$ cat src/rtl/bbss_pkg.sv
package bbss_pkg;

    localparam int CELL_FIELDS = 4;

    localparam logic [7:0] STATUS_FAST_CHARGE = 8'h40;
    localparam logic [7:0] STATUS_CHARGE      = 8'h80;
    localparam logic [7:0] FIRST_POLL_SECONDS = 8'd5;
    localparam logic [6:0] PERCENT_MAX        = 7'd100;

    typedef enum logic [1:0] {
        MSG_NONE     = 2'd0,
        MSG_WARN     = 2'd1,
        MSG_BATTERY  = 2'd2,
        MSG_RESTORED = 2'd3
    } t_msg;

    typedef enum logic [2:0] {
        CFG_LOW_CELL_MV   = 3'd0,
        CFG_SHUTDOWN_SECS = 3'd1,
        CFG_ALERT_SECS    = 3'd2,
        CFG_POLL_NORMAL   = 3'd3,
        CFG_POLL_LOW      = 3'd4
    } t_cfg_idx;

    // Classified item as passed from the front end to the back end
    typedef struct packed {
        logic       tick;
        logic       charging;
        logic       cell_low;
        logic [6:0] percent;
    } t_item;

    typedef struct packed {
        t_msg       kind;
        logic [6:0] percent;
        logic [7:0] display_secs;
        logic       cancel;
        logic [7:0] poll_secs;
        logic       cell_low;
        logic       power_off;
        logic [7:0] secs_left;
        logic       last;
    } t_result;

endpackage

$ cat src/rtl/battery_backup_shutdown_supervisor_top.sv
// Channel   Handshake                     Payload
// -------   ---------------------------   ----------------------------------------
// input     i_in_valid / o_in_stall       i_opcode, i_status_byte, i_cell_*_mv,
//                                         i_charge_percent
// output    o_out_valid / i_out_stall     o_message_kind ... o_last
// config    i_cfg_we                      i_cfg_idx, i_cfg_data
//
// One item per cycle enters a two-entry queue while it is not full; the back end emits one
// result per cycle while the output is not stalled, a second result of a sample waiting in a pending register.
// An accepted item is registered in the queue and then in the output register.
// Synchronous active-low reset clears the control state and loads the register defaults.
// Input stalls only when the queue is full; the output register holds while stalled.
module battery_backup_shutdown_supervisor_top
    import bbss_pkg::*;
#(
    parameter int NUM_CELLS = 4
) (
    input  logic        i_clk,
    input  logic        i_rst_n,
    input  logic        i_cfg_we,
    input  logic [2:0]  i_cfg_idx,
    input  logic [15:0] i_cfg_data,
    input  logic        i_in_valid,
    output logic        o_in_stall,
    input  logic        i_opcode,
    input  logic [7:0]  i_status_byte,
    input  logic [15:0] i_cell_a_mv,
    input  logic [15:0] i_cell_b_mv,
    input  logic [15:0] i_cell_c_mv,
    input  logic [15:0] i_cell_d_mv,
    input  logic [6:0]  i_charge_percent,
    output logic        o_out_valid,
    input  logic        i_out_stall,
    output logic [1:0]  o_message_kind,
    output logic [6:0]  o_message_percent,
    output logic [7:0]  o_display_seconds,
    output logic        o_cancel_display,
    output logic [7:0]  o_next_poll_seconds,
    output logic        o_cell_low,
    output logic        o_power_off,
    output logic [7:0]  o_seconds_left,
    output logic        o_last
);

    logic [15:0] r_low_cell_mv;
    logic [7:0]  r_shutdown_secs;
    logic [7:0]  r_alert_secs;
    logic [7:0]  r_poll_normal;
    logic [7:0]  r_poll_low;

    t_item       item;
    t_item       q_data;
    logic        q_full;
    logic        q_vld;
    logic        q_pop;
    t_result     result;

    always_ff @(posedge i_clk) begin
        if (!i_rst_n) begin
            r_low_cell_mv   <= 16'd3150;
            r_shutdown_secs <= 8'd30;
            r_alert_secs    <= 8'd5;
            r_poll_normal   <= 8'd60;
            r_poll_low      <= 8'd10;
        end else if (i_cfg_we) begin
            case (i_cfg_idx)
                CFG_LOW_CELL_MV:   r_low_cell_mv   <= i_cfg_data;
                CFG_SHUTDOWN_SECS: r_shutdown_secs <= i_cfg_data[7:0];
                CFG_ALERT_SECS:    r_alert_secs    <= i_cfg_data[7:0];
                CFG_POLL_NORMAL:   r_poll_normal   <= i_cfg_data[7:0];
                CFG_POLL_LOW:      r_poll_low      <= i_cfg_data[7:0];
                default: ;
            endcase
        end
    end

    bbss_front #(
        .NUM_CELLS(NUM_CELLS)
    ) u_front (
        .i_opcode        (i_opcode),
        .i_status_byte   (i_status_byte),
        .i_cell_a_mv     (i_cell_a_mv),
        .i_cell_b_mv     (i_cell_b_mv),
        .i_cell_c_mv     (i_cell_c_mv),
        .i_cell_d_mv     (i_cell_d_mv),
        .i_charge_percent(i_charge_percent),
        .i_low_cell_mv   (r_low_cell_mv),
        .o_item          (item)
    );

    assign o_in_stall = q_full;

    bbss_queue u_queue (
        .i_clk  (i_clk),
        .i_rst_n(i_rst_n),
        .i_push (i_in_valid && !q_full),
        .i_data (item),
        .o_full (q_full),
        .i_pop  (q_pop),
        .o_vld  (q_vld),
        .o_data (q_data)
    );

    bbss_back u_back (
        .i_clk          (i_clk),
        .i_rst_n        (i_rst_n),
        .i_q_vld        (q_vld),
        .i_q_data       (q_data),
        .o_q_pop        (q_pop),
        .i_shutdown_secs(r_shutdown_secs),
        .i_alert_secs   (r_alert_secs),
        .i_poll_normal  (r_poll_normal),
        .i_poll_low     (r_poll_low),
        .o_out_valid    (o_out_valid),
        .i_out_stall    (i_out_stall),
        .o_result       (result)
    );

    assign o_message_kind      = result.kind;
    assign o_message_percent   = result.percent;
    assign o_display_seconds   = result.display_secs;
    assign o_cancel_display    = result.cancel;
    assign o_next_poll_seconds = result.poll_secs;
    assign o_cell_low          = result.cell_low;
    assign o_power_off         = result.power_off;
    assign o_seconds_left      = result.secs_left;
    assign o_last              = result.last;

endmodule

$ cat src/rtl/bbss_front.sv
module bbss_front
    import bbss_pkg::*;
#(
    parameter int NUM_CELLS = 4
) (
    input  logic        i_opcode,
    input  logic [7:0]  i_status_byte,
    input  logic [15:0] i_cell_a_mv,
    input  logic [15:0] i_cell_b_mv,
    input  logic [15:0] i_cell_c_mv,
    input  logic [15:0] i_cell_d_mv,
    input  logic [6:0]  i_charge_percent,
    input  logic [15:0] i_low_cell_mv,
    output t_item       o_item
);

    logic [15:0] cells [CELL_FIELDS];
    logic        any_low;

    assign cells[0] = i_cell_a_mv;
    assign cells[1] = i_cell_b_mv;
    assign cells[2] = i_cell_c_mv;
    assign cells[3] = i_cell_d_mv;

    // only the first NUM_CELLS fields are populated cells
    always_comb begin
        any_low = 1'b0;
        for (int i = 0; i < CELL_FIELDS; i++) begin
            if (i < NUM_CELLS && cells[i] < i_low_cell_mv) begin
                any_low = 1'b1;
            end
        end
    end

    always_comb begin
        o_item.tick     = i_opcode;
        o_item.charging = |(i_status_byte & (STATUS_FAST_CHARGE | STATUS_CHARGE));
        o_item.cell_low = any_low;
        o_item.percent  = (i_charge_percent > PERCENT_MAX) ? PERCENT_MAX : i_charge_percent;
    end

endmodule

$ cat src/rtl/bbss_queue.sv
module bbss_queue
    import bbss_pkg::*;
(
    input  logic  i_clk,
    input  logic  i_rst_n,
    input  logic  i_push,
    input  t_item i_data,
    output logic  o_full,
    input  logic  i_pop,
    output logic  o_vld,
    output t_item o_data
);

    t_item       r_mem [2];
    logic        r_wr_ptr;
    logic        r_rd_ptr;
    logic [1:0]  r_count;

    assign o_full = (r_count == 2'd2);
    assign o_vld  = (r_count != 2'd0);
    assign o_data = r_mem[r_rd_ptr];

    always_ff @(posedge i_clk) begin
        if (!i_rst_n) begin
            r_wr_ptr <= 1'b0;
            r_rd_ptr <= 1'b0;
            r_count  <= 2'd0;
        end else begin
            if (i_push) begin
                r_wr_ptr <= ~r_wr_ptr;
            end
            if (i_pop) begin
                r_rd_ptr <= ~r_rd_ptr;
            end
            case ({i_push, i_pop})
                2'b10:   r_count <= r_count + 2'd1;
                2'b01:   r_count <= r_count - 2'd1;
                default: r_count <= r_count;
            endcase
        end
    end

    always_ff @(posedge i_clk) begin
        if (i_push) begin
            r_mem[r_wr_ptr] <= i_data;
        end
    end

endmodule

$ cat src/rtl/bbss_back.sv
module bbss_back
    import bbss_pkg::*;
(
    input  logic       i_clk,
    input  logic       i_rst_n,
    input  logic       i_q_vld,
    input  t_item      i_q_data,
    output logic       o_q_pop,
    input  logic [7:0] i_shutdown_secs,
    input  logic [7:0] i_alert_secs,
    input  logic [7:0] i_poll_normal,
    input  logic [7:0] i_poll_low,
    output logic       o_out_valid,
    input  logic       i_out_stall,
    output t_result    o_result
);

    logic       r_first;
    logic       r_on_batt;
    logic       r_armed;
    logic [7:0] r_count;
    logic       n_first;
    logic       n_on_batt;
    logic       n_armed;
    logic [7:0] n_count;

    t_result    r_out;
    logic       r_out_vld;
    t_result    r_pend;
    logic       r_pend_vld;

    t_result    res0;
    t_result    res1;
    logic       two;

    t_msg       kind1;
    logic       cancel1;
    logic       warn;
    logic [7:0] sd_len;
    logic [7:0] poll;
    logic       can_load;

    assign can_load = !r_out_vld || !i_out_stall;
    assign o_q_pop  = can_load && !r_pend_vld && i_q_vld;

    always_comb begin
        n_first   = r_first;
        n_on_batt = r_on_batt;
        n_armed   = r_armed;
        n_count   = r_count;
        res0      = '0;
        res1      = '0;
        two       = 1'b0;
        kind1     = MSG_NONE;
        cancel1   = 1'b0;
        warn      = 1'b0;
        sd_len    = (i_shutdown_secs == 8'd0) ? 8'd1 : i_shutdown_secs;
        poll      = i_q_data.cell_low ? i_poll_low : i_poll_normal;

        if (i_q_data.tick) begin
            // armed with zero left means already expired: no second power-off
            if (r_armed && r_count != 8'd0) begin
                n_count        = r_count - 8'd1;
                res0.power_off = (r_count == 8'd1);
            end
            res0.secs_left = n_count;
            res0.last      = 1'b1;
        end else if (r_first) begin
            n_on_batt      = !i_q_data.charging;
            n_first        = 1'b0;
            res0.poll_secs = FIRST_POLL_SECONDS;
            res0.secs_left = r_count;
            res0.last      = 1'b1;
        end else begin
            if (!i_q_data.charging && !r_on_batt) begin
                kind1     = MSG_BATTERY;
                n_on_batt = 1'b1;
            end else if (r_on_batt && i_q_data.charging) begin
                if (r_armed) begin
                    n_armed = 1'b0;
                    n_count = 8'd0;
                    cancel1 = 1'b1;
                end
                kind1     = MSG_RESTORED;
                n_on_batt = 1'b0;
            end

            if (i_q_data.cell_low && !i_q_data.charging && !n_armed) begin
                n_count = sd_len;
                n_armed = 1'b1;
                warn    = 1'b1;
            end

            res0.kind         = kind1;
            res0.percent      = (kind1 == MSG_NONE) ? 7'd0 : i_q_data.percent;
            res0.display_secs = (kind1 == MSG_NONE) ? 8'd0 : i_alert_secs;
            res0.cancel       = cancel1;
            res0.poll_secs    = poll;
            res0.cell_low     = i_q_data.cell_low;
            res0.secs_left    = n_count;
            res0.last         = !warn;

            res1.kind         = MSG_WARN;
            res1.percent      = i_q_data.percent;
            res1.display_secs = sd_len;
            res1.poll_secs    = poll;
            res1.cell_low     = 1'b1;
            res1.secs_left    = n_count;
            res1.last         = 1'b1;

            if (warn) begin
                if (kind1 == MSG_NONE) begin
                    res0 = res1;
                end else begin
                    two = 1'b1;
                end
            end
        end
    end

    always_ff @(posedge i_clk) begin
        if (!i_rst_n) begin
            r_first    <= 1'b1;
            r_on_batt  <= 1'b0;
            r_armed    <= 1'b0;
            r_count    <= 8'd0;
            r_out_vld  <= 1'b0;
            r_pend_vld <= 1'b0;
        end else begin
            if (o_q_pop) begin
                r_first   <= n_first;
                r_on_batt <= n_on_batt;
                r_armed   <= n_armed;
                r_count   <= n_count;
            end
            if (can_load) begin
                if (r_pend_vld) begin
                    r_out_vld  <= 1'b1;
                    r_pend_vld <= 1'b0;
                end else begin
                    r_out_vld  <= i_q_vld;
                    r_pend_vld <= i_q_vld && two;
                end
            end
        end
    end

    always_ff @(posedge i_clk) begin
        if (can_load) begin
            if (r_pend_vld) begin
                r_out <= r_pend;
            end else if (i_q_vld) begin
                r_out  <= res0;
                r_pend <= res1;
            end
        end
    end

    assign o_out_valid = r_out_vld;
    assign o_result    = r_out;

endmodule

$ cat config.mk
export PLATFORM = sky130hd
export DESIGN_NAME = battery_backup_shutdown_supervisor_top
export DESIGN_NICKNAME = d
export VERILOG_FILES = /design/src/rtl/bbss_pkg.sv /design/src/rtl/battery_backup_shutdown_supervisor_top.sv /design/src/rtl/bbss_front.sv /design/src/rtl/bbss_queue.sv /design/src/rtl/bbss_back.sv
export SDC_FILE = /design/constraint.sdc
export NUM_CORES = 1
export LEC_CHECK = 0
export BUFFER_PORTS_ARGS = -buffer_cell sky130_fd_sc_hd__buf_4
export CORE_AREA = 2 2 119 121
export CTS_BUF_LIST = sky130_fd_sc_hd__clkbuf_16
export CTS_CLUSTER_SIZE = 40
export DETAILED_ROUTE_END_ITERATION = 6
export DIE_AREA = 0 0 121 123
export PLACE_DENSITY = 0.95
export REMOVE_ABC_BUFFERS = 1
export SYNTH_ARGS = -nofsm -noshare
export SYNTH_HDL_FRONTEND = slang
export SYNTH_SLANG_ARGS = --single-unit
$ cat constraint.sdc
create_clock -name i_clk -period 5.84 [get_ports i_clk]
set_clock_uncertainty 0.15 [all_clocks]
set_input_delay 0.876 -clock i_clk [delete_from_list [all_inputs] [get_ports i_clk]]
set_output_delay 0.876 -clock i_clk [all_outputs]
set_load 0.02 [all_outputs]
==> results.toml, run 1 <==
[outcome]
status = "complete, no violations"

[layout]
antenna_cells = 0
final_util_pct = 71.8
fill_cells = 905
fin_cells = 1122
design_area_mm2 = 0.00978
syn_to_final_growth_pct = 21.0
drive_gt1_share_pct = 19.6
fin_nets = 1101

[clock_network]
cts-hold-fix-buffers = 0
clk_path_buf_depth = 2
clk_latency_ns = 0.42
post_cts_buffers = 0
numCtsBuffers = 17
cts_htree_levels = 4
cts_resized = 0
tritoncts = "yes"
numClockSinks = 155
clkSlewWorstSetupHoldPaths_ns = 0.06
clockRootBuffer = "clkbuf_16"

[logic_synthesis]
avgSynthCellArea_um2 = 10.0
synth_cell_types = 65
async_flop_share_pct = 0
synth_warnings = 0
synthCells = 807
synth-seq-cells = 155
syn_area_mm2 = 0.00808
synth_edf_count = 89
synthFlopType = "edfxtp_1"
synth_seq_area_share_pct = 49.4

[timing]
max_freq_ghz = 0.295
drv_slew = 0
fin_crit_ns = 3.39
hold_viol = 0
max_slew.worst_pin.slew_ns = 1.11
fin_crit_sh_pct = 58.1
tns_ns = 0
hold_ws_ns = 0.315
finalWorstSetupSlack_ns = 2.45
setup-violations-final = 0
relSlewSlack_pct = 26.0
rsz0062_at_grt = "false"

[drt]
wl_per_cell_um = 17.4
wl_met2_um = 9370
wl_met3_um = 1820
drt-vias-per-instance = 5.98
first_pass_iters = 6
wl_met1_um = 7670
drc_errors = 0
maxUsedRoutingLayer = "met4"
via_count = 6712
drt-initial-drc-count = 603
ant_nets = 0
drt-total-wl_um = 19500

[placed_design]
post-place-ws_ns = 2.52
dp_hpwl_um = 13600
placed_area_mm2 = 0.00922
io_buffers = 136
dp.cells = 1090
routabilityCongestion = 0.940

[setup_path]
critical_path_peak_fanout = 13
critPathMaxStageDelay_ns = 0.77
crit_family = "compound AO/OA/AOI/OAI gates"
crit_top_cell = "a22oi_1"
crit_type = "flop to flop"
rrSetupSlack_ns = 2.45
required_ns = 5.96
cp_num_buf_inv = 1
arrival_ns = 3.51
r2r_end = "u_back.o_result[3]"
startpoint_type = "flop"
cp_cell_sequence = "mux2_2 > inv_1 > ha_1 > nand2b_1 > a22oi_1 > a22oi_1 > o22a_1 > a31oi_1"
timing.critical_path.to_type = "flop"
slowest_stage = "dfxtp_1"
reg2reg_depth = 8

[grt]
grt_start_max_net_pins = 68
grt_usage_pct = 26.7
grt_pass1_wl_um = 31100
grt.overflow.total = 0
grt_antenna_before_repair = 0
grt_pass1_vias = 6566

[floorplanning]
die_width_um = 121
io_pins = 143
fp.dieArea_mm2 = 0.0149
initial_core_util_pct = 59.4
fp-row-count = 43
die_height_um = 123
core-area_mm2 = 0.0136

[power]
p_leak_nw = 4.02
vdd_drop_max_mv = 0.267
power.density_mw_per_mm2 = 388
total_power_mw = 3.80

[min_path]
hp-start = "r_poll_low[6]"
min_path_type = "flop to flop"
hold_depth = 2
min_to = "r_poll_low[6]"

[run]
cap_violations = 0
==> how the worst max path moves through the flow <==
stage	start	endpoint	slack (ns)	cells after the start
2_1_floorplan	flop	u_back.o_result[1]	2.20	6
3_3_place_gp	flop	u_back.o_result[3]	2.58	8
3_5_place_dp	flop	u_back.o_result[3]	2.52	8
4_1_cts	flop	u_back.o_result[3]	2.48	8
5_1_grt	flop	u_back.o_result[3]	2.27	8
6_report	flop	u_back.o_result[3]	2.45	8
==> metal layers <==
metal | vias to the layer above | global-route usage (%)
met5 | - | 0
met4 | 0 | 11.8
met3 | 70 | 7.01
met2 | 376 | 45.2
met1 | 3086 | 32.1
li1 | 3180 | -
==> tightest hold or removal path, delay by kind of cell (launching register included) <==
| family | cells | cell delay [ns] |
|---|---|---|
| flops | 1 | 0.31 |
| compound gates | 1 | 0.06 |
| simple gates | 1 | 0.05 |
==> sequential cells by signal, indices dropped and copies added, names as in the netlist, 2 cells and up, named ones only <==
name / flops
u_back.o_result: 37
u_back.r_pend: 32
u_queue.r_mem: 20
r_low_cell_mv: 16
r_alert_secs: 8
r_poll_low: 8
r_poll_normal: 8
r_shutdown_secs: 8
u_back.r_count: 8
u_queue.r_count: 2
==> cells by family (layout without fill, tap and decap cells) <==
kind of cell | after synthesis | after routing | synth area share [%]
flops | 155 | 155 | 49.4
mux | 23 | 23 | 2.99
xor+xnor | 4 | 4 | 0.434
buf+inv | 64 | 199 | 3.03
compound gates | 197 | 197 | 16.6
fa+ha+maj | 68 | 68 | 10.5
simple gates | 296 | 296 | 17.0
==> layout make-up <==
type	count	area [um^2]	share of cell area [%]
Sequential cell	155	3990	40.8
Multi-Input combinational cell	588	3850	39.4
Timing Repair Buffer	140	1050	10.7
Clock buffer	18	450	4.61
Tap cell	180	225	2.30
Clock inverter	14	104	1.06
Inverter	27	101	1.04
==> cells in the mapped netlist (2+ instances only) <==
cell	instances	share of area (%)
edfxtp_1	89	33
dfxtp_1	66	16
o211ai_1	9	0.84
a21oi_1	38	2.4
nor3_1	9	0.56
a211o_1	2	0.22
ha_1	68	11
clkbuf_1	31	1.4
or3_1	3	0.23
a22o_1	11	1.2
inv_1	26	1.2
nand3_1	21	1.3
o21a_1	3	0.28
o21ai_0	41	2.5
a31oi_1	4	0.31
nor2b_1	7	0.54
nand4_1	4	0.31
and4_1	4	0.43
buf_2	3	0.19
or2_2	3	0.23
o22ai_1	3	0.23
a22oi_1	6	0.56
and2_1	15	1.2
a21boi_0	33	3.1
a21o_1	10	0.93
nand2_1	143	6.6
and3_1	19	1.5
a311oi_1	2	0.22
o221ai_1	2	0.22
o22a_1	3	0.33
mux2_2	6	0.84
nand2b_1	9	0.70
o31ai_1	9	0.84
nand3b_1	3	0.28
buf_1	2	0.093
mux2i_1	16	2.0
a211oi_1	8	0.74
xnor2_1	3	0.33
nor2_1	47	2.2
==> where the power goes <==
group,switching (mW),internal [mW]
Sequential,0.132,1.50
Combinational,0.707,0.423
Clock,0.430,0.604
Total,1.27,2.53
==> placed cells by master (no fill, tap or decap), types with 4 or more instances in the layout <==
| cell type | instances |
|---|---|
| a211oi_1 | 8 |
| a21boi_0 | 33 |
| a21o_1 | 10 |
| a21oi_1 | 37 |
| a22o_1 | 11 |
| a22oi_1 | 6 |
| a31oi_1 | 4 |
| and2_1 | 15 |
| and3_1 | 19 |
| and4_1 | 4 |
| buf_4 | 140 |
| clkbuf_16 | 18 |
| dfxtp_1 | 66 |
| edfxtp_1 | 89 |
| ha_1 | 68 |
| inv_1 | 28 |
| mux2_2 | 6 |
| mux2i_1 | 16 |
| nand2_1 | 143 |
| nand2b_1 | 9 |
| nand3_1 | 21 |
| nand4_1 | 4 |
| nor2_1 | 47 |
| nor2b_1 | 7 |
| nor3_1 | 9 |
| o211ai_1 | 9 |
| o21ai_0 | 41 |
| o31ai_1 | 9 |
(Power assumes the default switching activity.)
==> inputs of run 2 (changes only) <==
--- a/config.mk
+++ b/config.mk
@@ -6,12 +6,12 @@
 export NUM_CORES = 1
 export LEC_CHECK = 0
 export BUFFER_PORTS_ARGS = -buffer_cell sky130_fd_sc_hd__buf_4
-export CORE_AREA = 2 2 119 121
+export CORE_AREA = 2 2 129 131
 export CTS_BUF_LIST = sky130_fd_sc_hd__clkbuf_16
 export CTS_CLUSTER_SIZE = 40
 export DETAILED_ROUTE_END_ITERATION = 6
-export DIE_AREA = 0 0 121 123
-export PLACE_DENSITY = 0.95
+export DIE_AREA = 0 0 131 133
+export PLACE_DENSITY = 0.87
 export REMOVE_ABC_BUFFERS = 1
 export SYNTH_ARGS = -nofsm -noshare
 export SYNTH_HDL_FRONTEND = slang
==> constraint.sdc (replaced) <==
create_clock -name i_clk -period 3.1 [get_ports i_clk]
set_clock_uncertainty 0.15 [all_clocks]
set_input_delay 0.465 -clock i_clk [delete_from_list [all_inputs] [get_ports i_clk]]
set_output_delay 0.465 -clock i_clk [all_outputs]
set_load 0.02 [all_outputs]
==> run 2 against run 1 <==
Critical endpoint unchanged. Worst setup slack got worse by 2.1 ns. Routed wire length decreased by 0.55%. Utilization decreased by 11 points. Sequential share of layout area decreased by 0.40 points. Total power increased by 90%. Clock power increased by 91%. Die area increased by 17%. Largest cell class unchanged.
==> results.toml, run 2 (same netlist as run 1, synthesis figures left out) <==
[drt]
ant_nets = 0
drt-total-wl_um = 19400
drt-initial-drc-count = 510
first_pass_iters = 5
wl_per_cell_um = 16.6
drc_errors = 0
via_count = 6481
drt-vias-per-instance = 5.55

[timing]
relSlewSlack_pct = 43.1
fin_crit_ns = 2.78
finalWorstSetupSlack_ns = 0.322
tns_ns = 0
rsz0062_at_grt = "false"
max_slew.worst_pin.slew_ns = 0.851
drv_slew = 0
max_freq_ghz = 0.360
hold_viol = 0
fin_crit_sh_pct = 89.6
setup-violations-final = 0

[grt]
grt_usage_pct = 23.1
grt_pass1_vias = 6404
grt_pass1_wl_um = 31400
grt_start_max_net_pins = 68
grt.overflow.total = 0
grt_antenna_before_repair = 0

[floorplanning]
die_height_um = 133
fp.dieArea_mm2 = 0.0174
initial_core_util_pct = 50.0
die_width_um = 131
io_pins = 143
core-area_mm2 = 0.0162
fp-row-count = 47

[min_path]
min_path_type = "input pin to flop"

[layout]
final_common_cell = "buf_4"
drive_gt1_share_pct = 20.1
largest_reg_flops = 37
antenna_cells = 0
fin_nets = 1107
design_area_mm2 = 0.00987
syn_to_final_growth_pct = 22.2
fill_cells = 1309
mostFrequentLayoutCells = "buf_4 (146), nand2_1 (143), edfxtp_1 (89), ha_1 (68), dfxtp_1 (66)"

[clock_network]
cts_htree_levels = 4
cts_resized = 0
numCtsBuffers = 17
clockRootBuffer = "clkbuf_16"
numClockSinks = 155
clk_latency_ns = 0.43
cts-hold-fix-buffers = 0
tritoncts = "yes"
post_cts_buffers = 0
clk_path_buf_depth = 2
clkSlewWorstSetupHoldPaths_ns = 0.06

[setup_path]
required_ns = 3.21
timing.critical_path.to_type = "flop"
startpoint_type = "flop"
arrival_ns = 2.89
critical_path_peak_fanout = 9
crit_type = "flop to flop"

[placed_design]
routabilityCongestion = 0.886
dp_hpwl_um = 13900
io_buffers = 136
placed_area_mm2 = 0.00932
post-place-ws_ns = 0.413

[outcome]
status = "complete, no violations"

[power]
total_power_mw = 7.20
power.density_mw_per_mm2 = 729
vdd_drop_max_mv = 0.532
p_leak_nw = 4.05

[run]
cap_violations = 0
==> run 2: cell types whose count changed in the layout (fill, tap and decap cells not counted) <==
cell and change:
clkinv_2 -1, inv_4 +1, buf_4 +6, inv_1 +1
clkinv_1 -1
==> run 2: area by class of cell <==
type	instances	area [um^2]	share of cell area, %
clock buffers	18	450	4.56
clock inverters	14	105	1.06
inverters	27	101	1.03
multi-input cells	588	3850	39.0
flip-flops and latches	155	3990	40.4
well taps	220	275	2.79
repair buffers	146	1100	11.1
==> run 2: power breakdown <==
| group | leakage (nW) | switching (mW) | total (mW) | internal [mW] |
|---|---|---|---|---|
| Clock | 0.287 | 0.832 | 1.97 | 1.14 |
| Sequential | 1.40 | 0.202 | 3.02 | 2.82 |
| Combinational | 2.37 | 1.38 | 2.21 | 0.836 |
==> run 2: worst paths after layout <==
kind,slack (ns),from,depth (start not counted),to
setup / recovery,0.32,flop,9,u_back.o_result[3]
setup reg to reg,0.32,flop,9,u_back.o_result[3]
hold reg to reg,0.32,r_poll_normal[1],2,r_poll_normal[1]
hold / removal,0.08,i_opcode,1,u_queue.r_mem[0][9]
==> run 2: per-stage QoR <==
| stage | hold WS [ns] | instances | util, % |
|---|---|---|---|
| 2_1_floorplan | 0.283 | 770 | - |
| 3_3_place_gp | 0.296 | 1136 | 57.6 |
| 3_5_place_dp | 0.307 | 1136 | 57.6 |
| 4_1_cts | 0.0660 | 1168 | 61.1 |
| 5_1_grt | 0.0613 | 1168 | 61.1 |
| 6_report | 0.0757 | 1168 | 61.1 |
==> run 2: routing by layer <==
layer | GRT usage [%] | routed length [um]
met5 | 0 | 0
met2 | 38.3 | 9340
met1 | 29.1 | 7990
met4 | 8.57 | 551
met3 | 5.82 | 1530
==> run 2: worst max-delay path, stage by stage (launching register included) <==
cell and delay, ns:
dfxtp_1 0.31, mux2_2 0.27, inv_1 0.07, ha_1 0.25, nand2b_1 0.22, a22oi_1 0.56, buf_4 0.25, a22oi_1 0.13
o22a_1 0.23, a31oi_1 0.18
